--- src/hw/rtl/dlcs_pkg.sv ---
// ----------------------------------------------------------------------------
// Delay loop calibration search package
// Shared request and response types, command codes and default values.
// ----------------------------------------------------------------------------
package dlcs_pkg;

   // Default count width and timer tick period in milliseconds.
   localparam int unsigned COUNT_WIDTH_DEFAULT    = 32;
   localparam int unsigned TICK_PERIOD_MS_DEFAULT = 10;

   // Width of the fine_bits register and its value after reset.
   localparam int unsigned FINE_BITS_WIDTH = 5;
   localparam logic [FINE_BITS_WIDTH-1:0] FINE_BITS_RESET = 5'd8;

   // Command codes carried in a request.
   localparam logic CMD_START  = 1'b0;
   localparam logic CMD_REPORT = 1'b1;

   typedef struct packed {
      logic command;
      logic tick_passed;
   } dlcs_req_type;

   typedef struct packed {
      logic [31:0] trial_count;
      logic        finished;
      logic [31:0] per_ms_count;
      logic        overflow;
   } dlcs_rsp_type;

   // Status handed from the search step to the response formatter.
   typedef struct packed {
      logic finished;
      logic overflow;
   } dlcs_status_type;

endpackage

--- src/hw/rtl/delay_loop_calibration_search.sv ---
// ----------------------------------------------------------------------------
// Delay loop calibration search
// Steers a loop count search against a timer tick: coarse doubling, then a
// successive approximation of the lower bits, then the per-ms count.
//
//   Channel  Direction  Handshake              Payload
//   req_     in         req_valid / req_stall  dlcs_req_type (command, tick)
//   rsp_     out        rsp_valid / rsp_stall  dlcs_rsp_type (count, status)
//   csr_     in         csr_wr_en              csr_wr_data = fine_bits
//
// A request is registered when accepted and its response is registered when
// the search step fires, which a stalled response can hold off.
// One request can be accepted every cycle while the response is not stalled;
// the rate is set by the single search step between the two registers.
// Reset is synchronous and active high; it clears the search to idle with a
// count of one and sets fine_bits to eight.
// A stalled response holds; the request register then holds too and req_stall
// rises, so no request is lost while the result waits.
// ----------------------------------------------------------------------------
module delay_loop_calibration_search #(
   parameter int unsigned COUNT_WIDTH    = dlcs_pkg::COUNT_WIDTH_DEFAULT,
   parameter int unsigned TICK_PERIOD_MS = dlcs_pkg::TICK_PERIOD_MS_DEFAULT
) (
   input  logic                                  clock,
   input  logic                                  reset,
   input  logic                                  req_valid,
   output logic                                  req_stall,
   input  dlcs_pkg::dlcs_req_type                req_data,
   output logic                                  rsp_valid,
   input  logic                                  rsp_stall,
   output dlcs_pkg::dlcs_rsp_type                rsp_data,
   input  logic                                  csr_wr_en,
   input  logic [dlcs_pkg::FINE_BITS_WIDTH-1:0]  csr_wr_data
);
   import dlcs_pkg::*;

   // The configuration register is read by the search step on every request.
   logic [FINE_BITS_WIDTH-1:0] fine_bits_ff;

   // Request register and its valid flag.
   logic         in_valid_ff, in_valid_in;
   dlcs_req_type in_req_ff;

   // Result register and its valid flag.
   logic         rsp_valid_ff, rsp_valid_in;
   dlcs_rsp_type rsp_data_ff;

   logic            rsp_load, step_en, req_accept;
   logic [COUNT_WIDTH-1:0] next_count, next_quot;
   dlcs_status_type next_status;
   dlcs_rsp_type    next_rsp;

   // The result register can take a new value when it is empty or being read.
   // The search step fires whenever a registered request can move there.
   assign rsp_load   = !rsp_valid_ff || !rsp_stall;
   assign step_en    = in_valid_ff && rsp_load;
   assign req_stall  = in_valid_ff && !rsp_load;
   assign req_accept = req_valid && !req_stall;

   always_comb begin
      in_valid_in = in_valid_ff;
      if (req_accept) begin
         in_valid_in = 1'b1;
      end else if (step_en) begin
         in_valid_in = 1'b0;
      end

      rsp_valid_in = rsp_valid_ff;
      if (rsp_load) begin
         rsp_valid_in = step_en;
      end
   end

   always_ff @(posedge clock) begin
      if (reset) begin
         fine_bits_ff <= FINE_BITS_RESET;
         in_valid_ff  <= 1'b0;
         rsp_valid_ff <= 1'b0;
      end else begin
         if (csr_wr_en) begin
            fine_bits_ff <= csr_wr_data;
         end
         in_valid_ff  <= in_valid_in;
         rsp_valid_ff <= rsp_valid_in;
      end
   end

   // Payload registers carry no reset; their valid flags guard them.
   always_ff @(posedge clock) begin
      if (req_accept) begin
         in_req_ff <= req_data;
      end
      if (step_en) begin
         rsp_data_ff <= next_rsp;
      end
   end

   dlcs_step #(
      .COUNT_WIDTH    (COUNT_WIDTH),
      .TICK_PERIOD_MS (TICK_PERIOD_MS)
   ) u_step (
      .clock       (clock),
      .reset       (reset),
      .step_en     (step_en),
      .req         (in_req_ff),
      .fine_bits   (fine_bits_ff),
      .next_count  (next_count),
      .next_quot   (next_quot),
      .next_status (next_status)
   );

   dlcs_format #(
      .COUNT_WIDTH (COUNT_WIDTH)
   ) u_format (
      .count  (next_count),
      .quot   (next_quot),
      .status (next_status),
      .rsp    (next_rsp)
   );

   assign rsp_valid = rsp_valid_ff;
   assign rsp_data  = rsp_data_ff;

   // A result appears only after a registered request took its search step.
   a_rsp_from_step: assert property (@(posedge clock) disable iff (reset)
      $rose(rsp_valid_ff) |-> $past(in_valid_ff))
      else $error("response appeared without a registered request");

   // A search step always lands in the result register.
   a_step_lands: assert property (@(posedge clock) disable iff (reset)
      step_en |=> rsp_valid_ff)
      else $error("search step did not produce a response");

   // Overflow is reported only together with a finished search.
   a_ovf_finished: assert property (@(posedge clock) disable iff (reset)
      rsp_valid_ff && rsp_data_ff.overflow |-> rsp_data_ff.finished)
      else $error("overflow flagged on an unfinished search");

   // A finished search never ends with a count of zero.
   a_final_nonzero: assert property (@(posedge clock) disable iff (reset)
      rsp_valid_ff && rsp_data_ff.finished |-> rsp_data_ff.trial_count != '0)
      else $error("finished search reported a zero count");

endmodule

--- src/hw/rtl/dlcs_step.sv ---
// ----------------------------------------------------------------------------
// Delay loop calibration search step
// Search state and its next value for one request. The count is kept both
// raw and as quotient and remainder by the tick period, so the per-ms value
// is ready without a divider.
// ----------------------------------------------------------------------------
module dlcs_step #(
   parameter int unsigned COUNT_WIDTH    = dlcs_pkg::COUNT_WIDTH_DEFAULT,
   parameter int unsigned TICK_PERIOD_MS = dlcs_pkg::TICK_PERIOD_MS_DEFAULT
) (
   input  logic                                   clock,
   input  logic                                   reset,
   input  logic                                   step_en,
   input  dlcs_pkg::dlcs_req_type                 req,
   input  logic [dlcs_pkg::FINE_BITS_WIDTH-1:0]   fine_bits,
   output logic [COUNT_WIDTH-1:0]                 next_count,
   output logic [COUNT_WIDTH-1:0]                 next_quot,
   output dlcs_pkg::dlcs_status_type              next_status
);
   import dlcs_pkg::*;

   localparam int unsigned CW = COUNT_WIDTH;
   localparam int unsigned RW = $clog2(TICK_PERIOD_MS + 1);
   localparam int unsigned SW = RW + 2;

   localparam logic [RW:0]          PERIOD_R1 = (RW + 1)'(TICK_PERIOD_MS);
   localparam logic signed [SW-1:0] PERIOD_S  = SW'(TICK_PERIOD_MS);
   localparam logic [CW-1:0]        ONE_Q     = CW'(1 / TICK_PERIOD_MS);
   localparam logic [RW-1:0]        ONE_R     = RW'(1 % TICK_PERIOD_MS);
   localparam logic [CW-1:0]        TWO_Q     = CW'(2 / TICK_PERIOD_MS);
   localparam logic [RW-1:0]        TWO_R     = RW'(2 % TICK_PERIOD_MS);

   typedef enum logic [1:0] {PH_IDLE, PH_COARSE, PH_FINE, PH_DONE} phase_type;

   typedef struct packed {
      logic [CW-1:0] q;
      logic [RW-1:0] r;
   } qr_type;

   // Value shifted right by one, in quotient and remainder form.
   function automatic qr_type half_qr(qr_type a);
      qr_type        res;
      logic [RW:0]   s;
      s     = {1'b0, a.r} + (a.q[0] ? PERIOD_R1 : '0);
      res.q = a.q >> 1;
      res.r = s[RW:1];
      return res;
   endfunction

   // Value shifted left by one; the caller guarantees the top bit is clear.
   function automatic qr_type double_qr(qr_type a);
      qr_type        res;
      logic [RW:0]   s;
      logic          ge;
      s     = {a.r, 1'b0};
      ge    = (s >= PERIOD_R1);
      res.r = ge ? RW'(s - PERIOD_R1) : s[RW-1:0];
      res.q = {a.q[CW-2:0], ge};
      return res;
   endfunction

   // c - sub + add, where sub is contained in c and add is disjoint from it.
   function automatic qr_type combine_qr(qr_type c, qr_type sub, qr_type add);
      qr_type               res;
      logic signed [SW-1:0] rsum;
      logic [CW-1:0]        corr;
      rsum = $signed({2'b00, c.r}) - $signed({2'b00, sub.r}) + $signed({2'b00, add.r});
      if (rsum < 0) begin
         res.r = RW'(rsum + PERIOD_S);
         corr  = '1;
      end else if (rsum >= PERIOD_S) begin
         res.r = RW'(rsum - PERIOD_S);
         corr  = CW'(1);
      end else begin
         res.r = RW'(rsum);
         corr  = '0;
      end
      res.q = c.q - sub.q + add.q + corr;
      return res;
   endfunction

   logic [CW-1:0]              count_ff, count_in;
   qr_type                     count_qr_ff, count_qr_in;
   logic [CW-1:0]              test_ff, test_in;
   qr_type                     test_qr_ff, test_qr_in;
   logic [FINE_BITS_WIDTH-1:0] bits_done_ff, bits_done_in;
   phase_type                  phase_ff, phase_in;
   logic                       ovf_ff, ovf_in;

   // Intermediate values of the coarse-to-fine hand-over and the fine step.
   logic [CW-1:0]              half_raw, quarter_raw, base_raw, test_half_raw;
   qr_type                     half_v, quarter_v, sub_v, test_half_v;
   logic [FINE_BITS_WIDTH-1:0] bits_next;

   always_comb begin
      count_in     = count_ff;
      count_qr_in  = count_qr_ff;
      test_in      = test_ff;
      test_qr_in   = test_qr_ff;
      bits_done_in = bits_done_ff;
      phase_in     = phase_ff;
      ovf_in       = ovf_ff;

      half_raw      = count_ff >> 1;
      quarter_raw   = half_raw >> 1;
      half_v        = half_qr(count_qr_ff);
      quarter_v     = half_qr(half_v);
      sub_v         = req.tick_passed ? test_qr_ff : '0;
      base_raw      = req.tick_passed ? (count_ff & ~test_ff) : count_ff;
      test_half_raw = test_ff >> 1;
      test_half_v   = half_qr(test_qr_ff);
      bits_next     = FINE_BITS_WIDTH'(bits_done_ff + 1'b1);

      if (req.command == CMD_START) begin
         count_in     = CW'(2);
         count_qr_in  = '{q: TWO_Q, r: TWO_R};
         test_in      = '0;
         test_qr_in   = '0;
         bits_done_in = '0;
         ovf_in       = 1'b0;
         phase_in     = PH_COARSE;
      end else begin
         unique case (phase_ff)
            PH_COARSE: begin
               if (!req.tick_passed) begin
                  if (count_ff[CW-1]) begin
                     ovf_in   = 1'b1;
                     phase_in = PH_DONE;
                  end else begin
                     count_in    = count_ff << 1;
                     count_qr_in = double_qr(count_qr_ff);
                  end
               end else begin
                  // Halve, then propose the bit just below the leading one.
                  test_in      = quarter_raw;
                  test_qr_in   = quarter_v;
                  bits_done_in = '0;
                  if (quarter_raw == '0 || fine_bits == '0) begin
                     count_in    = half_raw;
                     count_qr_in = half_v;
                     phase_in    = PH_DONE;
                  end else begin
                     count_in    = half_raw | quarter_raw;
                     count_qr_in = combine_qr(half_v, '0, quarter_v);
                     phase_in    = PH_FINE;
                  end
               end
            end
            PH_FINE: begin
               test_in      = test_half_raw;
               test_qr_in   = test_half_v;
               bits_done_in = bits_next;
               if (test_half_raw == '0 || bits_next >= fine_bits) begin
                  count_in    = base_raw;
                  count_qr_in = combine_qr(count_qr_ff, sub_v, '0);
                  phase_in    = PH_DONE;
               end else begin
                  count_in    = base_raw | test_half_raw;
                  count_qr_in = combine_qr(count_qr_ff, sub_v, test_half_v);
                  phase_in    = PH_FINE;
               end
            end
            PH_IDLE, PH_DONE: begin
               // Reports are ignored; the last result is repeated.
            end
            default: begin
            end
         endcase
      end
   end

   always_ff @(posedge clock) begin
      if (reset) begin
         count_ff     <= CW'(1);
         count_qr_ff  <= '{q: ONE_Q, r: ONE_R};
         test_ff      <= '0;
         test_qr_ff   <= '0;
         bits_done_ff <= '0;
         phase_ff     <= PH_IDLE;
         ovf_ff       <= 1'b0;
      end else if (step_en) begin
         count_ff     <= count_in;
         count_qr_ff  <= count_qr_in;
         test_ff      <= test_in;
         test_qr_ff   <= test_qr_in;
         bits_done_ff <= bits_done_in;
         phase_ff     <= phase_in;
         ovf_ff       <= ovf_in;
      end
   end

   assign next_count           = count_in;
   assign next_quot            = count_qr_in.q;
   assign next_status.finished = (phase_in == PH_DONE);
   assign next_status.overflow = (phase_in == PH_DONE) && ovf_in;

endmodule

--- src/hw/rtl/dlcs_format.sv ---
// ----------------------------------------------------------------------------
// Delay loop calibration response formatter
// Saturates the count and the per-ms quotient to 32 bits and packs them.
// ----------------------------------------------------------------------------
module dlcs_format #(
   parameter int unsigned COUNT_WIDTH = dlcs_pkg::COUNT_WIDTH_DEFAULT
) (
   input  logic [COUNT_WIDTH-1:0]       count,
   input  logic [COUNT_WIDTH-1:0]       quot,
   input  dlcs_pkg::dlcs_status_type    status,
   output dlcs_pkg::dlcs_rsp_type       rsp
);
   import dlcs_pkg::*;

   logic [31:0] count_sat, quot_sat;

   generate
      if (COUNT_WIDTH > 32) begin : g_wide
         assign count_sat = (|count[COUNT_WIDTH-1:32]) ? '1 : count[31:0];
         assign quot_sat  = (|quot[COUNT_WIDTH-1:32])  ? '1 : quot[31:0];
      end else begin : g_narrow
         assign count_sat = 32'(count);
         assign quot_sat  = 32'(quot);
      end
   endgenerate

   assign rsp.trial_count  = count_sat;
   assign rsp.finished     = status.finished;
   assign rsp.per_ms_count = status.finished ? quot_sat : '0;
   assign rsp.overflow     = status.overflow;

endmodule

--- config.mk ---
export PLATFORM = sky130hd
export DESIGN_NAME = delay_loop_calibration_search
export DESIGN_NICKNAME = d
export VERILOG_FILES = /design/src/hw/rtl/dlcs_pkg.sv /design/src/hw/rtl/delay_loop_calibration_search.sv /design/src/hw/rtl/dlcs_step.sv /design/src/hw/rtl/dlcs_format.sv
export SDC_FILE = /design/constraint.sdc
export NUM_CORES = 1
export LEC_CHECK = 0
export BUFFER_PORTS_ARGS = -buffer_cell sky130_fd_sc_hd__buf_2
export CAP_MARGIN = 20
export CORE_ASPECT_RATIO = 1.25
export CORE_MARGIN = 8
export CORE_UTILIZATION = 55
export DETAILED_ROUTE_END_ITERATION = 8
export PLACE_DENSITY = 0.72
export REMOVE_ABC_BUFFERS = 1
export SETUP_SLACK_MARGIN = 0.2
export SLEW_MARGIN = 20
export SYNTH_ARGS = -nofsm -noshare
export SYNTH_HDL_FRONTEND = slang
export SYNTH_HIERARCHICAL = 1
export SYNTH_SLANG_ARGS = --single-unit
export TNS_END_PERCENT = 100
--- constraint.sdc ---
create_clock -name clock -period 13.8 [get_ports clock]
set_input_delay 0.69 -clock clock [delete_from_list [all_inputs] [get_ports clock]]
set_output_delay 0.69 -clock clock [all_outputs]
set_load 0.005 [all_outputs]
==> flow_summary.rst <==
.. list-table::
   :header-rows: 1

   * - Metric
     - Value
   * - Leading cell types in the layout, fill and taps excluded
     - a21oi_1 (347), nand2_1 (270), o21ai_0 (175), nor2_1 (174), ha_1 (158)
   * - Pin slew with the least headroom to its limit
     - 1060 ps
   * - Setup repair after global routing missed its margin
     - no
   * - Combined area of all synthesized cells
     - 0.0210 mm^2
   * - Worst endpoint data arrival time
     - 7730 ps
   * - Drt total wl
     - 65600 um
   * - Main flop type after synthesis
     - dfxtp_1
   * - Maximum fanout along the worst path
     - 31
   * - Number of buffers and inverters on the critical path
     - 1
   * - Final design utilization
     - 0.579
   * - Max IR drop VDD
     - 0.0000778 V
   * - Die footprint
     - 0.0448 mm^2
   * - Setup slack of the critical path after layout
     - 6350 ps
   * - Dominant cell type by area after synthesis
     - dfxtp_1
   * - TNS Setup
     - 0 ps
   * - Placed cell area
     - 0.0211 mm^2
   * - Via count of the first global-routing pass
     - 19100
   * - Minimum hold slack
     - 321 ps
   * - Cell count after synthesis
     - 2649
   * - TritonCTS clock tree
     - built
   * - Highest metal layer used by the detailed router
     - met4
   * - Effective utilization at floorplan
     - 0.554
   * - Via total after detailed routing
     - 20100
   * - First-pass detailed-route iteration total
     - 6
   * - Area growth syn-to-layout
     - 4.45%
   * - Worst min path class
     - input port to register
   * - Worst setup timing slack at the placement stage
     - 6510 ps
   * - Final antenna-violating net count
     - 0
   * - Worst-path cell chain
     - buf_4 -> nand2_1 -> fa_1 -> a211oi_1 -> o21ai_0 -> o211ai_1 -> a32oi_1 -> o41ai_1 -> o21a_1 -> o21bai_1 -> a21oi_1 -> xnor2_1 -> ha_1 -> nand2_1 -> o21ai_0 -> a2111oi_0 -> o311ai_0 -> nand3_1 -> a21oi_1 -> xor2_1 -> a221oi_1 -> nor2_1 -> or2_2 -> and2_2
   * - Top cell type's share of synthesized area
     - 0.140
   * - Register area
     - 0.00499 mm^2
   * - Number of violations of the max-capacitance limit
     - 0
   * - Leakage dissipation
     - 8.76 nW
   * - Number of slew-limit violations in the final report
     - 0
   * - Clock period minus final worst setup slack
     - 7450 ps
   * - Half-perimeter wire length of the detailed placement result
     - 46000 um
   * - Htree depth
     - 1
   * - Row cnt
     - 80
   * - Leftover overflow at the end of global routing
     - 0
   * - Global-route usage over all layers
     - 0.283
   * - Final Non-Filler Cells
     - 3046
   * - Total clock buffers created by CTS
     - 24
   * - Post-synth EDFFs
     - 68
   * - Placed Cells
     - 3002
   * - M1 WL
     - 26800 um
   * - Register bit total from synthesis
     - 215
   * - Final hold violation count
     - 0
   * - TritonCTS sink count
     - 215
   * - Fraction of the cycle the final worst path needs
     - 0.540
   * - Fraction of layout cells with a size suffix above 1
     - 0.120
   * - Hold_buf cts
     - 0
   * - Global-route wire length before repair
     - 103000 um
   * - Cell at the slowest stage of the critical path
     - a2111oi_0
   * - Unique masters post-synth
     - 89
   * - Clock root buffer master
     - clkbuf_16
   * - Final net count
     - 2744
   * - Final weighted congestion in routability-driven placement
     - 0.953
   * - Cell family contributing the most delay on the critical path
     - compound AO/OA/AOI/OAI gates
   * - Longest Clk Path Bufs
     - 3
   * - Routed wl met2
     - 30900 um
   * - Height of the chip
     - 235 um
   * - # IOs
     - 80
   * - Via count normalized by instance count
     - 6.59
   * - Final Skew
     - 22.0 ps
   * - Maximum number of pins on one net before global-route repair
     - 127
   * - Area of all placed cells without fillers
     - 0.0220 mm^2
   * - Power per standard cell area
     - 79.2 mW/mm^2
   * - Met3 WL
     - 4770 um
   * - Antenna violations before repair
     - 1
   * - Number of inserted filler cells in the final layout
     - 3487
   * - Top post-synthesis cells by area
     - dfxtp_1 (14%), edfxtp_1 (9.7%), ha_1 (9.5%)
   * - Buffers added on ports
     - 79
   * - Horizontal die dimension
     - 191 um
   * - Crit end category
     - register
   * - Count of yosys warnings during synthesis
     - 6
   * - Highest clock frequency the design can meet
     - 134 MHz
   * - Fraction of registers with async set/reset
     - 0
   * - Core box area
     - 0.0379 mm^2
   * - Classification of the worst setup path
     - register to register
   * - Number of DRC markers after the initial detailed-route iteration
     - 1925
   * - Power consumption
     - 1.74 mW
   * - Area occupied by multi-input gates
     - 0.0146 mm^2
   * - Number of cells upsized or downsized after cts
     - 0
   * - Clock-pin slew on the worst setup and hold paths
     - 70 ps
   * - Post-CTS Setup Inserts
     - 0
   * - DR WL/cell
     - 21.5 um
   * - Most frequent standard cell in the layout excluding fill and tap cells
     - a21oi_1
   * - Max-slew headroom
     - 0.288
   * - Crit path required time
     - 14090 ps
   * - Result of the run
     - complete, no violations
   * - Sequential element share of the synthesized area
     - 0.237
   * - DR DRC count
     - 0
   * - Synth Area per Inst
     - 7.93 um^2
   * - Final setup fails
     - 0
   * - Longest individual stage delay on the worst path
     - 790 ps
   * - Crit path launch type
     - register
   * - Clock insertion delay at the later pin of the skew report
     - 540 ps
[layout make-up]
| class | instances | share of cell area |
|---|---|---|
| sequential | 215 | 0.227 |
| clock inverter | 16 | 0.00826 |
| timing repair buffer | 110 | 0.0293 |
| clock buffer | 27 | 0.0293 |
| antenna | 1 | 0.000114 |
| tap | 492 | 0.0280 |
| multi-input combinational | 2117 | 0.666 |
| inverter | 68 | 0.0116 |
[power by group]
part / total (mW) / internal, mW / switching (mW)
logic: 0.376 / 0.123 / 0.253
clock network: 0.681 / 0.394 / 0.286
registers: 0.682 / 0.667 / 0.0149
total: 1.74 / 1.18 / 0.554
[cells by family (layout without fill, tap and decap cells)]
family,Yosys count,count (layout),synth area share
AOI/OAI and AO/OA,901,901,0.268
and+or+nand+nor,744,744,0.165
buffers and inverters,317,221,0.0701
DFF,215,215,0.237
adders and majority gates,196,196,0.130
muxes,160,160,0.0817
xor gates and xnor gates,116,116,0.0490
other,0,1,0
[worst reg2reg max path, delay by kind of cell, from the launching register on]
kind,cells,cell delay [ps]
and+or+nand+nor,6,1060
AOI/OAI and AO/OA,13,3920
xor gates and xnor gates,2,380
buffers and inverters,1,450
adders and majority gates,2,800
DFF,1,590
[state kept, by name (all words and copies together) (netlist names)]
register             cells
fine_bits_ff             5
in_req_ff                2
in_valid_ff              1
rsp_data                66
rsp_valid                1
u_step/bits_done_ff      5
u_step/count_ff         32
u_step/count_qr_ff      36
u_step/ovf_ff            1
u_step/phase_ff          2
u_step/test_ff          30
u_step/test_half_v      29
u_step/test_qr_ff        5
[final timing paths]
check	start	end	slack, ps	cells past startpoint
worst max-delay path	in_req_ff[0]	rsp_data[29]	6350	24
worst min-delay path	req_data[0]	in_req_ff[0]	320	1
worst max register to register	in_req_ff[0]	rsp_data[29]	6350	24
worst min register to register	u_step/test_qr_ff[0]	u_step/test_qr_ff[0]	460	2
[synthesized netlist by cell type, drive strengths merged (25+ instances only)]
cell and number:
and2 40, buf 94, nor2 174, nand3 99, mux2 92, dfxtp 147, clkbuf 155, inv 65
nor3 37, ha 159, o21ai 181, a21o 58, a211oi 49, o21a 28, nand2 271, mux2i 68
fa 37, xor2 40, xnor2 75, edfxtp 68, nand4 25, a31oi 45, a21oi 348
[per-layer routing]
| layer | vias to the layer above | GRT usage |
|---|---|---|
| met5 | - | 0 |
| met4 | 0 | 0.138 |
| met3 | 199 | 0.0293 |
| met2 | 861 | 0.485 |
| met1 | 9604 | 0.352 |
| li1 | 9412 | - |
(Power assumes the default switching activity.)
